`config.mk`:
```
export PLATFORM = sky130hd
export DESIGN_NAME = admittance_velocity_controller
export DESIGN_NICKNAME = d
export VERILOG_FILES = /design/src/design/avc_pkg.sv /design/src/design/avc_cfg.sv /design/src/design/avc_vtorque.sv /design/src/design/avc_div.sv /design/src/design/admittance_velocity_controller.sv
export SDC_FILE = /design/constraint.sdc
export NUM_CORES = 2
export LEC_CHECK = 0
export BUFFER_PORTS_ARGS = -buffer_cell sky130_fd_sc_hd__buf_2
export CORE_ASPECT_RATIO = 2
export CORE_MARGIN = 2
export CORE_UTILIZATION = 45
export CTS_CLUSTER_SIZE = 25
export DETAILED_ROUTE_END_ITERATION = 6
export PLACE_DENSITY = 0.7
export SLEW_MARGIN = 40
export SYNTH_ARGS = -nofsm -noshare
export SYNTH_HDL_FRONTEND = slang
export SYNTH_HIERARCHICAL = 1
export SYNTH_SLANG_ARGS = --single-unit
```
`constraint.sdc`:
```
create_clock -name clk_i -period 11 [get_ports clk_i]
set_input_delay 0.55 -clock clk_i [delete_from_list [all_inputs] [get_ports clk_i]]
set_output_delay 0.55 -clock clk_i [all_outputs]
set_load 0.02 [all_outputs]
```
`src/design/avc_pkg.sv`:
```
// shared types, constants and the tanh table of the admittance velocity controller
package avc_pkg;

  localparam int unsigned TanhEntries = 256;
  localparam int unsigned TanhIdxW    = $clog2(TanhEntries);
  localparam int unsigned OrientGain  = 256;
  localparam int unsigned G98Q12      = 40141;

  // numerator, divisor and quotient widths of the damping division
  localparam int unsigned NumW  = 41;
  localparam int unsigned DenW  = 18;
  localparam int unsigned IterN = 17;
  localparam int unsigned QuoW  = IterN + 2;
  localparam int unsigned VtW   = 33;

  typedef enum logic [2:0] {
    REG_MASS_LIN    = 3'd0,
    REG_MASS_ANG    = 3'd1,
    REG_DAMP_LIN    = 3'd2,
    REG_DAMP_ANG    = 3'd3,
    REG_LIN_VEL_MAX = 3'd4,
    REG_LIN_VEL_MIN = 3'd5,
    REG_ANG_VEL_MAX = 3'd6,
    REG_ANG_VEL_MIN = 3'd7
  } avc_reg_e;

  typedef struct packed {
    logic signed [15:0] force_fwd;
    logic signed [15:0] torque_yaw;
    logic signed [15:0] meas_lin_vel;
    logic signed [15:0] meas_ang_vel;
    logic signed [15:0] orient_error;
    logic               assist_mode;
  } avc_in_t;

  typedef struct packed {
    logic signed [15:0] lin_cmd;
    logic signed [15:0] ang_cmd;
    logic signed [15:0] virt_torque;
  } avc_out_t;

  typedef struct packed {
    logic        [15:0] mass_lin;
    logic        [15:0] mass_ang;
    logic        [15:0] damp_lin;
    logic        [15:0] damp_ang;
    logic signed [15:0] lin_vel_max;
    logic signed [15:0] lin_vel_min;
    logic signed [15:0] ang_vel_max;
    logic signed [15:0] ang_vel_min;
  } avc_cfg_t;

  typedef struct packed {
    logic busy;
    logic done;
  } avc_div_stat_t;

  typedef logic [TanhEntries-1:0][15:0] tanh_tab_t;

  // tanh(4*i/entries) in Q1.15: series start at 1/256 of the angle, then eight doublings
  function automatic tanh_tab_t build_tanh();
    tanh_tab_t       tab;
    longint unsigned x;
    longint unsigned a;
    longint unsigned a2;
    longint unsigned t;
    longint unsigned den;
    longint unsigned nm;
    longint unsigned qt;
    longint unsigned rm;
    tab = '0;
    for (int i = 0; i < TanhEntries; i++) begin
      x  = (longint'(i) << 32) / TanhEntries;
      a  = x >> 8;
      a2 = (a * a) >> 30;
      t  = a - ((a2 * a) >> 30) / 3;
      for (int k = 0; k < 8; k++) begin
        den = (64'd1 << 30) + ((t * t) >> 30);
        // rounded quotient by long division, one bit per step
        nm  = (t << 31) + (den >> 1);
        qt  = '0;
        rm  = '0;
        for (int b = 63; b >= 0; b--) begin
          rm = {rm[62:0], nm[b]};
          if (rm >= den) begin
            rm    = rm - den;
            qt[b] = 1'b1;
          end
        end
        t = qt;
      end
      tab[i] = 16'((t + (64'd1 << 14)) >> 15);
    end
    return tab;
  endfunction

  localparam tanh_tab_t TanhTab = build_tanh();

endpackage

```
`src/design/avc_cfg.sv`:
```
// configuration register file of the admittance velocity controller
module avc_cfg
  import avc_pkg::*;
(
  input  logic        clk_i,
  input  logic        rst_ni,
  input  logic        cfg_we_i,
  input  logic [2:0]  cfg_idx_i,
  input  logic [15:0] cfg_wdata_i,
  output avc_cfg_t    cfg_o
);

  avc_cfg_t cfg_q, cfg_d;

  always_comb begin
    cfg_d = cfg_q;
    if (cfg_we_i) begin
      unique case (avc_reg_e'(cfg_idx_i))
        REG_MASS_LIN:    cfg_d.mass_lin    = cfg_wdata_i;
        REG_MASS_ANG:    cfg_d.mass_ang    = cfg_wdata_i;
        REG_DAMP_LIN:    cfg_d.damp_lin    = cfg_wdata_i;
        REG_DAMP_ANG:    cfg_d.damp_ang    = cfg_wdata_i;
        REG_LIN_VEL_MAX: cfg_d.lin_vel_max = cfg_wdata_i;
        REG_LIN_VEL_MIN: cfg_d.lin_vel_min = cfg_wdata_i;
        REG_ANG_VEL_MAX: cfg_d.ang_vel_max = cfg_wdata_i;
        REG_ANG_VEL_MIN: cfg_d.ang_vel_min = cfg_wdata_i;
        default: ;
      endcase
    end
  end

  always_ff @(posedge clk_i or negedge rst_ni) begin
    if (!rst_ni) begin
      cfg_q.mass_lin    <= 16'd768;
      cfg_q.mass_ang    <= 16'd256;
      cfg_q.damp_lin    <= 16'd5760;
      cfg_q.damp_ang    <= 16'd1600;
      cfg_q.lin_vel_max <= 16'sd2048;
      cfg_q.lin_vel_min <= 16'sd0;
      cfg_q.ang_vel_max <= 16'sd4096;
      cfg_q.ang_vel_min <= -16'sd4096;
    end else begin
      cfg_q <= cfg_d;
    end
  end

  assign cfg_o = cfg_q;

endmodule

```
`src/design/avc_vtorque.sv`:
```
// virtual torque: scaled handle torque or table tanh of the orientation error
module avc_vtorque
  import avc_pkg::*;
(
  input  logic                  clk_i,
  input  logic                  load_i,
  input  logic signed [15:0]    torque_i,
  input  logic signed [15:0]    err_i,
  input  logic                  assist_i,
  output logic signed [VtW-1:0] vt20_o,
  output logic signed [15:0]    vt_sat_o
);

  localparam int unsigned IdxProdW = 17 + TanhIdxW + 1;

  logic signed [VtW-1:0]  vt20_q, vt20_d;
  logic        [16:0]     err_mag;
  logic [IdxProdW-1:0]    idx_prod;
  logic [IdxProdW-1:0]    idx_sh;
  logic [TanhIdxW-1:0]    idx;
  logic [15:0]            tab_val;
  logic [32:0]            gain_prod;
  logic signed [VtW-1:0]  p_val;
  logic signed [VtW-1:0]  torque98;
  logic [VtW-1:0]         vt_mag;
  logic [VtW-1:0]         vt_rnd;

  always_comb begin
    err_mag   = err_i[15] ? 17'(-$signed({err_i[15], err_i})) : {1'b0, err_i};
    idx_prod  = IdxProdW'(err_mag) * IdxProdW'(TanhEntries);
    idx_sh    = idx_prod >> 14;
    // errors past the table end use the last entry
    if (idx_sh >= IdxProdW'(TanhEntries)) begin
      idx = TanhIdxW'(TanhEntries - 1);
    end else begin
      idx = idx_sh[TanhIdxW-1:0];
    end
    tab_val   = TanhTab[idx];
    gain_prod = 33'(32'(16'(OrientGain)) * 32'(tab_val)) + 33'd4;
    p_val     = $signed({3'b000, gain_prod[32:3]});
    torque98  = torque_i * $signed({1'b0, 16'(G98Q12)});
    if (assist_i) begin
      vt20_d = err_i[15] ? p_val : -p_val;
    end else begin
      vt20_d = torque98;
    end
  end

  always_ff @(posedge clk_i) begin
    if (load_i) begin
      vt20_q <= vt20_d;
    end
  end

  // Q.20 to Q8.8, round half away from zero, then saturate
  always_comb begin
    vt_mag = vt20_q[VtW-1] ? VtW'(-vt20_q) : VtW'(vt20_q);
    vt_rnd = (vt_mag + VtW'(2048)) >> 12;
    if (vt20_q[VtW-1]) begin
      vt_sat_o = (vt_rnd > VtW'(32768)) ? -16'sd32768 : 16'(-$signed(vt_rnd));
    end else begin
      vt_sat_o = (vt_rnd > VtW'(32767)) ? 16'sd32767 : $signed(vt_rnd[15:0]);
    end
  end

  assign vt20_o = vt20_q;

endmodule

```
`src/design/avc_div.sv`:
```
// shared restoring divider: rounded signed quotient by 4*damping, saturated past 17 bits
module avc_div
  import avc_pkg::*;
(
  input  logic                   clk_i,
  input  logic                   rst_ni,
  input  logic                   start_i,
  input  logic signed [NumW-1:0] num_i,
  input  logic        [15:0]     den_i,
  output avc_div_stat_t          stat_o,
  output logic signed [QuoW-1:0] quo_o
);

  localparam int unsigned CntW = $clog2(IterN);

  typedef enum logic [3:0] {
    DV_IDLE  = 4'b0001,
    DV_ROUND = 4'b0010,
    DV_CHECK = 4'b0100,
    DV_ITER  = 4'b1000
  } dv_state_e;

  dv_state_e         dv_state_q, dv_state_d;
  logic              done_q, done_d;
  logic [CntW-1:0]   cnt_q, cnt_d;
  logic              neg_q;
  logic [NumW-1:0]   mag_q;
  logic [15:0]       dd_q;
  logic [DenW-1:0]   rem_q;
  logic [IterN-1:0]  low_q;
  logic [IterN:0]    quo_q;
  logic [DenW-1:0]   dv;
  logic [DenW:0]     rs;
  logic              rs_ge;
  logic              sat;
  logic signed [QuoW-1:0] quo_s;

  assign dv    = {dd_q, 2'b00};
  assign rs    = {rem_q, low_q[IterN-1]};
  assign rs_ge = rs >= {1'b0, dv};
  assign sat   = mag_q >= NumW'({dv, {IterN{1'b0}}});

  always_comb begin
    dv_state_d = dv_state_q;
    done_d     = 1'b0;
    cnt_d      = cnt_q;
    unique case (dv_state_q)
      DV_IDLE: begin
        if (start_i) dv_state_d = DV_ROUND;
      end
      DV_ROUND: dv_state_d = DV_CHECK;
      DV_CHECK: begin
        cnt_d = '0;
        if (sat) begin
          done_d     = 1'b1;
          dv_state_d = DV_IDLE;
        end else begin
          dv_state_d = DV_ITER;
        end
      end
      DV_ITER: begin
        cnt_d = cnt_q + 1'b1;
        if (cnt_q == CntW'(IterN - 1)) begin
          done_d     = 1'b1;
          dv_state_d = DV_IDLE;
        end
      end
      default: dv_state_d = DV_IDLE;
    endcase
  end

  always_ff @(posedge clk_i or negedge rst_ni) begin
    if (!rst_ni) begin
      dv_state_q <= DV_IDLE;
      done_q     <= 1'b0;
      cnt_q      <= '0;
    end else begin
      dv_state_q <= dv_state_d;
      done_q     <= done_d;
      cnt_q      <= cnt_d;
    end
  end

  always_ff @(posedge clk_i) begin
    unique case (dv_state_q)
      DV_IDLE: begin
        if (start_i) begin
          neg_q <= num_i[NumW-1];
          mag_q <= num_i[NumW-1] ? NumW'(-num_i) : NumW'(num_i);
          // zero damping divides as one
          dd_q  <= (den_i == 16'd0) ? 16'd1 : den_i;
        end
      end
      DV_ROUND: mag_q <= mag_q + NumW'({dd_q, 1'b0});
      DV_CHECK: begin
        if (sat) begin
          quo_q <= {1'b1, {IterN{1'b0}}};
        end else begin
          quo_q <= '0;
          rem_q <= mag_q[DenW+IterN-1:IterN];
          low_q <= mag_q[IterN-1:0];
        end
      end
      DV_ITER: begin
        rem_q <= rs_ge ? DenW'(rs - {1'b0, dv}) : rs[DenW-1:0];
        low_q <= {low_q[IterN-2:0], 1'b0};
        quo_q <= {quo_q[IterN-1:0], rs_ge};
      end
      default: ;
    endcase
  end

  assign quo_s  = $signed({1'b0, quo_q});
  assign quo_o  = neg_q ? -quo_s : quo_s;
  assign stat_o = '{busy: (dv_state_q != DV_IDLE), done: done_q};

`ifndef SYNTHESIS
  a_start_idle: assert property (@(posedge clk_i) disable iff (!rst_ni)
    start_i |-> dv_state_q == DV_IDLE)
    else $error("divider started while busy");

  a_done_idle: assert property (@(posedge clk_i) disable iff (!rst_ni)
    done_q |-> dv_state_q == DV_IDLE && !$past(start_i))
    else $error("divider done without returning to idle");
`endif

endmodule

```
`src/design/admittance_velocity_controller.sv`:
```
// admittance velocity controller: one beat is worked at a time, and the input stalls until
// its result is taken; a quotient that saturates skips the divider's iteration steps
// the work per beat is set by the shared 17-step divider, run once per command, plus setup steps
// a result waits in the output register while the output stalls
// rst_ni clears state, stored velocities and the configuration to its defaults at once
module admittance_velocity_controller
  import avc_pkg::*;
(
  input  logic        clk_i,
  input  logic        rst_ni,
  input  logic        in_valid_i,
  output logic        in_stall_o,
  input  avc_in_t     in_data_i,
  output logic        out_valid_o,
  input  logic        out_stall_i,
  output avc_out_t    out_data_o,
  input  logic        cfg_we_i,
  input  logic [2:0]  cfg_idx_i,
  input  logic [15:0] cfg_wdata_i
);

  localparam int unsigned AccW = 24;

  typedef enum logic [6:0] {
    S_IDLE = 7'b0000001,
    S_PREP = 7'b0000010,
    S_MLIN = 7'b0000100,
    S_DLIN = 7'b0001000,
    S_MANG = 7'b0010000,
    S_DANG = 7'b0100000,
    S_DONE = 7'b1000000
  } state_e;

  state_e                 state_q, state_d;
  avc_cfg_t               cfg;
  avc_in_t                in_q;
  logic signed [15:0]     prev_lin_q, prev_ang_q;
  logic signed [AccW-1:0] acc_lin_q, acc_ang_q;
  logic signed [VtW-1:0]  force98_q;
  logic signed [NumW-1:0] num_q;
  logic signed [15:0]     cmd_lin_q, cmd_ang_q;
  logic                   start_q, start_d;
  logic                   out_valid_q;
  avc_out_t               out_q;
  logic                   in_fire, out_free;
  logic signed [VtW-1:0]  vt20;
  logic signed [15:0]     vt_sat;
  avc_div_stat_t          div_stat;
  logic signed [QuoW-1:0] quo;
  logic [15:0]            div_den;
  logic signed [16:0]     diff_lin, diff_ang;
  logic        [15:0]     mul_a;
  logic signed [AccW-1:0] mul_b;
  logic signed [NumW-1:0] prod;
  logic signed [VtW-1:0]  num_base;
  logic signed [15:0]     ang_neg;

  function automatic logic signed [15:0] clamp_cmd(logic signed [QuoW-1:0] v,
                                                   logic signed [15:0] hi,
                                                   logic signed [15:0] lo);
    logic signed [QuoW-1:0] hi_x;
    logic signed [QuoW-1:0] lo_x;
    hi_x = QuoW'(hi);
    lo_x = QuoW'(lo);
    if (v >= hi_x) return hi;
    if (v <= lo_x) return lo;
    return v[15:0];
  endfunction

  avc_cfg u_cfg (
    .clk_i       (clk_i),
    .rst_ni      (rst_ni),
    .cfg_we_i    (cfg_we_i),
    .cfg_idx_i   (cfg_idx_i),
    .cfg_wdata_i (cfg_wdata_i),
    .cfg_o       (cfg)
  );

  avc_vtorque u_vtorque (
    .clk_i    (clk_i),
    .load_i   (state_q == S_PREP),
    .torque_i (in_q.torque_yaw),
    .err_i    (in_q.orient_error),
    .assist_i (in_q.assist_mode),
    .vt20_o   (vt20),
    .vt_sat_o (vt_sat)
  );

  assign div_den = (state_q == S_DANG) ? cfg.damp_ang : cfg.damp_lin;

  avc_div u_div (
    .clk_i   (clk_i),
    .rst_ni  (rst_ni),
    .start_i (start_q),
    .num_i   (num_q),
    .den_i   (div_den),
    .stat_o  (div_stat),
    .quo_o   (quo)
  );

  assign in_stall_o = (state_q != S_IDLE);
  assign in_fire    = in_valid_i && !in_stall_o;
  assign out_free   = !out_valid_q || !out_stall_i;

  // velocity differences, times 100
  assign diff_lin = $signed({in_q.meas_lin_vel[15], in_q.meas_lin_vel})
                  - $signed({prev_lin_q[15], prev_lin_q});
  assign diff_ang = $signed({in_q.meas_ang_vel[15], in_q.meas_ang_vel})
                  - $signed({prev_ang_q[15], prev_ang_q});

  // one multiplier serves both mass terms
  assign mul_a    = (state_q == S_MANG) ? cfg.mass_ang : cfg.mass_lin;
  assign mul_b    = (state_q == S_MANG) ? acc_ang_q : acc_lin_q;
  assign prod     = $signed({1'b0, mul_a}) * mul_b;
  assign num_base = (state_q == S_MANG) ? vt20 : force98_q;

  always_comb begin
    state_d = state_q;
    start_d = 1'b0;
    unique case (state_q)
      S_IDLE: if (in_fire) state_d = S_PREP;
      S_PREP: state_d = S_MLIN;
      S_MLIN: begin
        state_d = S_DLIN;
        start_d = 1'b1;
      end
      S_DLIN: if (div_stat.done) state_d = S_MANG;
      S_MANG: begin
        state_d = S_DANG;
        start_d = 1'b1;
      end
      S_DANG: if (div_stat.done) state_d = S_DONE;
      S_DONE: if (out_free) state_d = S_IDLE;
      default: state_d = S_IDLE;
    endcase
  end

  always_ff @(posedge clk_i or negedge rst_ni) begin
    if (!rst_ni) begin
      state_q     <= S_IDLE;
      start_q     <= 1'b0;
      out_valid_q <= 1'b0;
      prev_lin_q  <= '0;
      prev_ang_q  <= '0;
    end else begin
      state_q <= state_d;
      start_q <= start_d;
      if (state_q == S_DONE && out_free) begin
        out_valid_q <= 1'b1;
      end else if (!out_stall_i) begin
        out_valid_q <= 1'b0;
      end
      if (state_q == S_PREP) begin
        prev_lin_q <= in_q.meas_lin_vel;
        prev_ang_q <= in_q.meas_ang_vel;
      end
    end
  end

  assign ang_neg = (cmd_ang_q == -16'sd32768) ? 16'sd32767 : -cmd_ang_q;

  always_ff @(posedge clk_i) begin
    if (in_fire) begin
      in_q <= in_data_i;
    end
    if (state_q == S_PREP) begin
      acc_lin_q <= AccW'(diff_lin) * 24'sd100;
      acc_ang_q <= AccW'(diff_ang) * 24'sd100;
      force98_q <= in_q.force_fwd * $signed({1'b0, 16'(G98Q12)});
    end
    if (state_q == S_MLIN || state_q == S_MANG) begin
      num_q <= NumW'(num_base) - prod;
    end
    if (state_q == S_DLIN && div_stat.done) begin
      cmd_lin_q <= clamp_cmd(quo, cfg.lin_vel_max, cfg.lin_vel_min);
    end
    if (state_q == S_DANG && div_stat.done) begin
      cmd_ang_q <= clamp_cmd(quo, cfg.ang_vel_max, cfg.ang_vel_min);
    end
    if (state_q == S_DONE && out_free) begin
      out_q.lin_cmd     <= cmd_lin_q;
      out_q.ang_cmd     <= ang_neg;
      out_q.virt_torque <= vt_sat;
    end
  end

  assign out_valid_o = out_valid_q;
  assign out_data_o  = out_q;

`ifndef SYNTHESIS
  a_busy_after_accept: assert property (@(posedge clk_i) disable iff (!rst_ni)
    in_fire |=> in_stall_o)
    else $error("input taken while an item is in work");

  a_result_from_done: assert property (@(posedge clk_i) disable iff (!rst_ni)
    $rose(out_valid_o) |-> $past(state_q == S_DONE))
    else $error("result beat raised outside the finishing step");

  a_ang_negation: assert property (@(posedge clk_i) disable iff (!rst_ni)
    out_valid_o |-> out_data_o.ang_cmd != -16'sd32768)
    else $error("angular command negation overflowed");
`endif

endmodule
```
# [Word level (Yosys, flattened, before mapping)]
# Memories as Yosys holds them, arrays and structs flattened.
# Cells that the tools add are included.
[totals] reg_bits=602 mem_bits_ro=4096 in_bits=105 output_inout_bits=50 wordCells=183 mem_count=1
[op_classes] add_sub_neg=15 mul=5 order_cmp=10 eq_ne=29 mux=58 reduce_logical=27
[mem_list] memory="(no name shown)" words=256 width=16 rd=1 rd_ports_with_merged_regs=0 wr=0 line_no="avc_vtorque.sv:38" source="tab_val = TanhTab[idx];"
[ops] op="16-bit two-way mux" n=14
[ops] op="33-bit two-way mux" n=4
[ops] op="41-bit two-way mux" n=2
[ops] op="41-bit case mux with 2 select lines" n=1
[ops] op="18-bit case mux with 2 select lines" n=2
[ops] op="16-bit by 17-bit multiplier with 33-bit output (second input constant)" n=2
[ops] op="18-bit two-way mux" n=3
[ops] op="7-bit case mux with 7 select lines" n=1
[ops] op="17-bit by 6-bit multiplier with 22-bit output (second input constant)" n=2
[ops] op="41-bit by 17-bit adder with 41-bit output" n=1
[ops] op="41-bit by 35-bit greater-or-equal comparator with 1-bit output" n=1
[ops] op="17-bit by 24-bit multiplier with 41-bit output" n=1
[ops] op="41-bit negator" n=1
[ops] op="33-bit by 41-bit subtractor with 41-bit output" n=1
[ops] op="19-bit by 16-bit greater-or-equal comparator with 1-bit output" n=2
[ops] op="19-bit by 16-bit less-or-equal comparator with 1-bit output" n=2
[ops] op="17-bit two-way mux" n=2
[ops] op="17-bit case mux with 2 select lines" n=1
[ops] op="16-bit by 16-bit subtractor with 17-bit output" n=2
[ops] op="33-bit by 12-bit adder with 33-bit output (second input constant)" n=1
[ops] op="30-bit negator with 33-bit output" n=1
[ops] op="33-bit negator" n=1
[ops] op="16-bit negator" n=2
[ops] op="7-bit two-way mux" n=4
[ops] op="other kinds (46)" n=90

# [Depth between registers and ports, before layout]
[logic_depth] word_depth=10 mapped_depth=29 mapped_depth_nobuf=27

# [Cells and area by module]
# The synthesis kept the hierarchy.
[modules_own_cells] mod="admittance_velocity_controller" n_inst=1 cells_per_inst=3656 area_per_inst_um2=37278.3 seq_area_each_um2=9405.3
[modules_own_cells] mod="avc_vtorque" n_inst=1 cells_per_inst=1901 area_per_inst_um2=14118.5 seq_area_each_um2=991.0
[modules_own_cells] mod="avc_div" n_inst=1 cells_per_inst=928 area_per_inst_um2=8654.6 seq_area_each_um2=3584.7
[modules_own_cells] mod="avc_cfg" n_inst=1 cells_per_inst=279 area_per_inst_um2=4934.7 seq_area_each_um2=3223.1

# [Worst setup path before layout]
# Ideal clock, no wire load.
[synth_timing] path_type="flip-flop to flip-flop" from="register state_q[0]" to="register num_q[37] (data pin)" setup_time_ns=0.162 t_arrival_ns=7.462 t_required_ns=10.838 setup_slack_ns=3.376 stages_incl_launch_ff=28 n_path_buf=3 period_less_slack_ns=7.624 path_cell_list="dfstp_2 nor4b_4 nand2_2 buf_2 buf_1 mux2i_1 nor2_1 fa_1 inv_1 fa_1 fa_1 fa_1 fa_1 inv_1 fa_1 inv_1 ha_1 clkbuf_1 a21o_1 a21o_1 a21o_1 a21o_1 a21oi_1 or2_2 and3_1 a211oi_2 mux2_1 o2111ai_1"
[synth_via] elab_chain_cells=4
[synth_rtl] item="from (decl)" line_no="admittance_velocity_controller.sv:34" source="state_e state_q, state_d;"
[synth_rtl] item="from (signal assigned)" line_no="admittance_velocity_controller.sv:146" source="state_q <= state_d;"
[synth_rtl] item="7-bit by 5-bit == test with 1-bit output (*)" line_no="admittance_velocity_controller.sv:112, admittance_velocity_controller.sv:113, admittance_velocity_controller.sv:115"
[synth_rtl] item="16-bit two-way mux / 24-bit two-way mux (equally long branches)" line_no="admittance_velocity_controller.sv:112, admittance_velocity_controller.sv:113"
[synth_rtl] item="17-bit by 24-bit multiplier with 41-bit output" line_no="admittance_velocity_controller.sv:114" source="assign prod = $signed({1'b0, mul_a}) * mul_b;"
[synth_rtl] item="33-bit by 41-bit subtractor with 41-bit output (*)" line_no="admittance_velocity_controller.sv:172" source="num_q <= NumW'(num_base) - prod;"
[synth_rtl] item="to (signal assigned)" line_no="admittance_velocity_controller.sv:172"
[synth_rtl] item="to (decl)" line_no="admittance_velocity_controller.sv:40" source="logic signed [NumW-1:0] num_q;"
# Mark *: on every way between the ends. The rest lies on a longest branch, timed or not.
# A chain may end at the register's enable or synchronous reset.

# [Worst setup path in the final report]
[layout_timing] from="register state_q[3]" to="register num_q[34] (data pin)"
# Same word-level chain as after synthesis.

==> impl_metrics.env <==
export IMPL_grt_usage_pct=31.7
export IMPL_antenna_found_initial=9
export IMPL_grt_remaining_overflow=0
export IMPL_register_area_mm2=0.0172
export IMPL_vias=52690
export IMPL_die_w_um=273
export IMPL_nNetsFinal=8225
export IMPL_worst_r2r_path_depth=26
export IMPL_drc=0
export IMPL_die_h_um=541
export IMPL_start_util_pct=45.2
export IMPL_hold_buffers=19
export IMPL_cpPeakStageDelay_ps=530
export IMPL_slew_headroom_pct=37.6
export IMPL_grt_pass1_wl_mm=346
export IMPL_core_area_mm2=0.144
export IMPL_grt_max_degree=102
export IMPL_synthCells=6763
export IMPL_endpoint_kind="flip-flop"
export IMPL_final_max_slew_viol_count=0
export IMPL_post_cts_buffers=0
export IMPL_drive_gt1_share_pct=11.7
export IMPL_io_pins=155
export IMPL_rsz0062_at_grt="false"
export IMPL_dr_pass1_iters=6
export IMPL_post_cts_resized=0
export IMPL_crit_top_cell="fa_1"
export IMPL_cts_buffer_depth=3
export IMPL_syn_avg_cell_area_um2=9.61
export IMPL_multi_input_area_mm2=0.0434
export IMPL_fin_crit_sh_pct=80.8
export IMPL_drtIter0Drc=3228
export IMPL_cts_sinks=602
export IMPL_skew_ps=103
export IMPL_htree_levels=3
export IMPL_critPathBufInv=5
export IMPL_post_drt_wl_per_cell_um=26.5
export IMPL_first_global_vias=56659
export IMPL_area_growth_pct=9.42
export IMPL_status="finished clean"
export IMPL_clk_pin_slew_ps=70
export IMPL_fmax_mhz=113
export IMPL_row_count=197
export IMPL_gp_routability_congestion=1.05
export IMPL_cap_violations=0
export IMPL_synth_nets=8100
export IMPL_cp_depth=26
export IMPL_cp_data_arrival_time_ps=9420
export IMPL_hold_path_depth=1
export IMPL_cp_max_fo=61
export IMPL_critPathKind="flip-flop to flip-flop"
export IMPL_finalSetupTns_ps=0
export IMPL_cts_tree="yes"
export IMPL_ys_warn_count=6
export IMPL_cp_slowest_cell="buf_4"
export IMPL_nFillCells=13254
export IMPL_dpl_hpwl_mm=189
export IMPL_cts_buffers=66
export IMPL_hold_viol_final=0
export IMPL_cts_root_buffer="clkbuf_16"
export IMPL_critical_path_top_delay_family="adder cells"
export IMPL_clk_latency_ps=720
export IMPL_min_period_ps=8880
export IMPL_critPathLaunchType="flip-flop"
export IMPL_synth_area_mm2=0.0650
export IMPL_critical_path_required_ps=11530
export IMPL_finalSetupViolCount=0
export IMPL_ant_nets=0
export IMPL_hold_path_class="primary input to flip-flop"
export IMPL_post_drt_via_cell_ratio=5.96
export IMPL_worst_pin_slew_ps=926
export IMPL_io_buffer_count=154
export IMPL_die_area_mm2=0.148
export IMPL_wirelength_mm=234
-- final timing paths --
path                                         from  slack (ps)                     endpoint
min in group asynchronous                  rst_ni         330    prev_ang_q[5]$_DFFE_PN0P_
setup / recovery           state_q[3]$_DFFE_PN0P_        2120          num_q[34]$_DFFE_PP_
max in group asynchronous                  rst_ni        8970  u_cfg/cfg_o[86]$_DFFE_PN0P_
hold / removal                       in_data_i[6]          20            in_q[6]$_DFFE_PP_
setup reg to reg           state_q[3]$_DFFE_PN0P_        2120          num_q[34]$_DFFE_PP_
hold reg to reg            cmd_lin_q[9]$_DFFE_PP_         420     out_data_o[41]$_DFFE_PP_
-- metrics by stage --
| step | cells | hold WS [ps] | utilization (%) | worst slack [ps] | instance area, um2 |
|---|---|---|---|---|---|
| floorplan | 6763 | 254 | - | 3380 | 65000 |
| global placement | 8687 | 404 | 47.5 | 2100 | 68300 |
| detailed placement | 8691 | 406 | 47.7 | 2030 | 68500 |
| CTS | 8832 | 0.0437 | 49.4 | 2020 | 71000 |
| global route | 8833 | 12.5 | 49.5 | 1850 | 71100 |
| finish | 8838 | 15.4 | 49.5 | 2120 | 71100 |
-- layer usage --
layer / GRT usage [%] / routed length, um / share of wire [%] / vias up
met3: 5.20 / 11100 / 4.8 / 1057
met4: 33.5 / 29700 / 13 / 0
met1: 27.1 / 69700 / 30 / 25942
met5: 0 / 0 / 0 / -
li1: - / - / - / 23613
met2: 59.1 / 123000 / 53 / 2078
-- placed cells by master, fill, tap and decap left out, types with 47 or more instances in the layout --
cell type and n:
o21ai_0 282, nand3_1 99, buf_4 131, buf_2 154, xor2_1 88, nand2b_1 53
nand4_1 59, nand2_1 520, nor3_1 96, a31oi_1 55, inv_1 1030, mux2_2 178
a21o_1 102, fa_1 560, a211oi_1 65, dfrtp_1 161, edfxtp_1 423, nor2_1 500
a21oi_1 313, clkbuf_16 69, o31ai_1 47, ha_1 672, mux2i_1 118, xnor2_1 193
-- sequential cells by signal (all words and copies together) (netlist names), 33 cells and up --
name / flops
u_cfg/cfg_o: 128
in_q: 81
out_data_o: 48
num_q: 41
u_div/mag_q: 41
force98_q: 33
u_vtorque/vt20_o: 33
-- cell type report --
| type | instances | area share, % |
|---|---|---|
| antenna | 6 | 0.0211 |
| clock buffer | 75 | 2.49 |
| clock inverter | 47 | 0.685 |
| inverter | 1036 | 5.48 |
| multi-input combinational | 4874 | 61.0 |
| sequential | 602 | 24.2 |
| tap | 1890 | 3.33 |
| timing repair buffer | 308 | 2.81 |
Power is left out: the tool's default activity adds up to more than one toggle a clock period on the data nets, which glitch-free logic cannot reach.
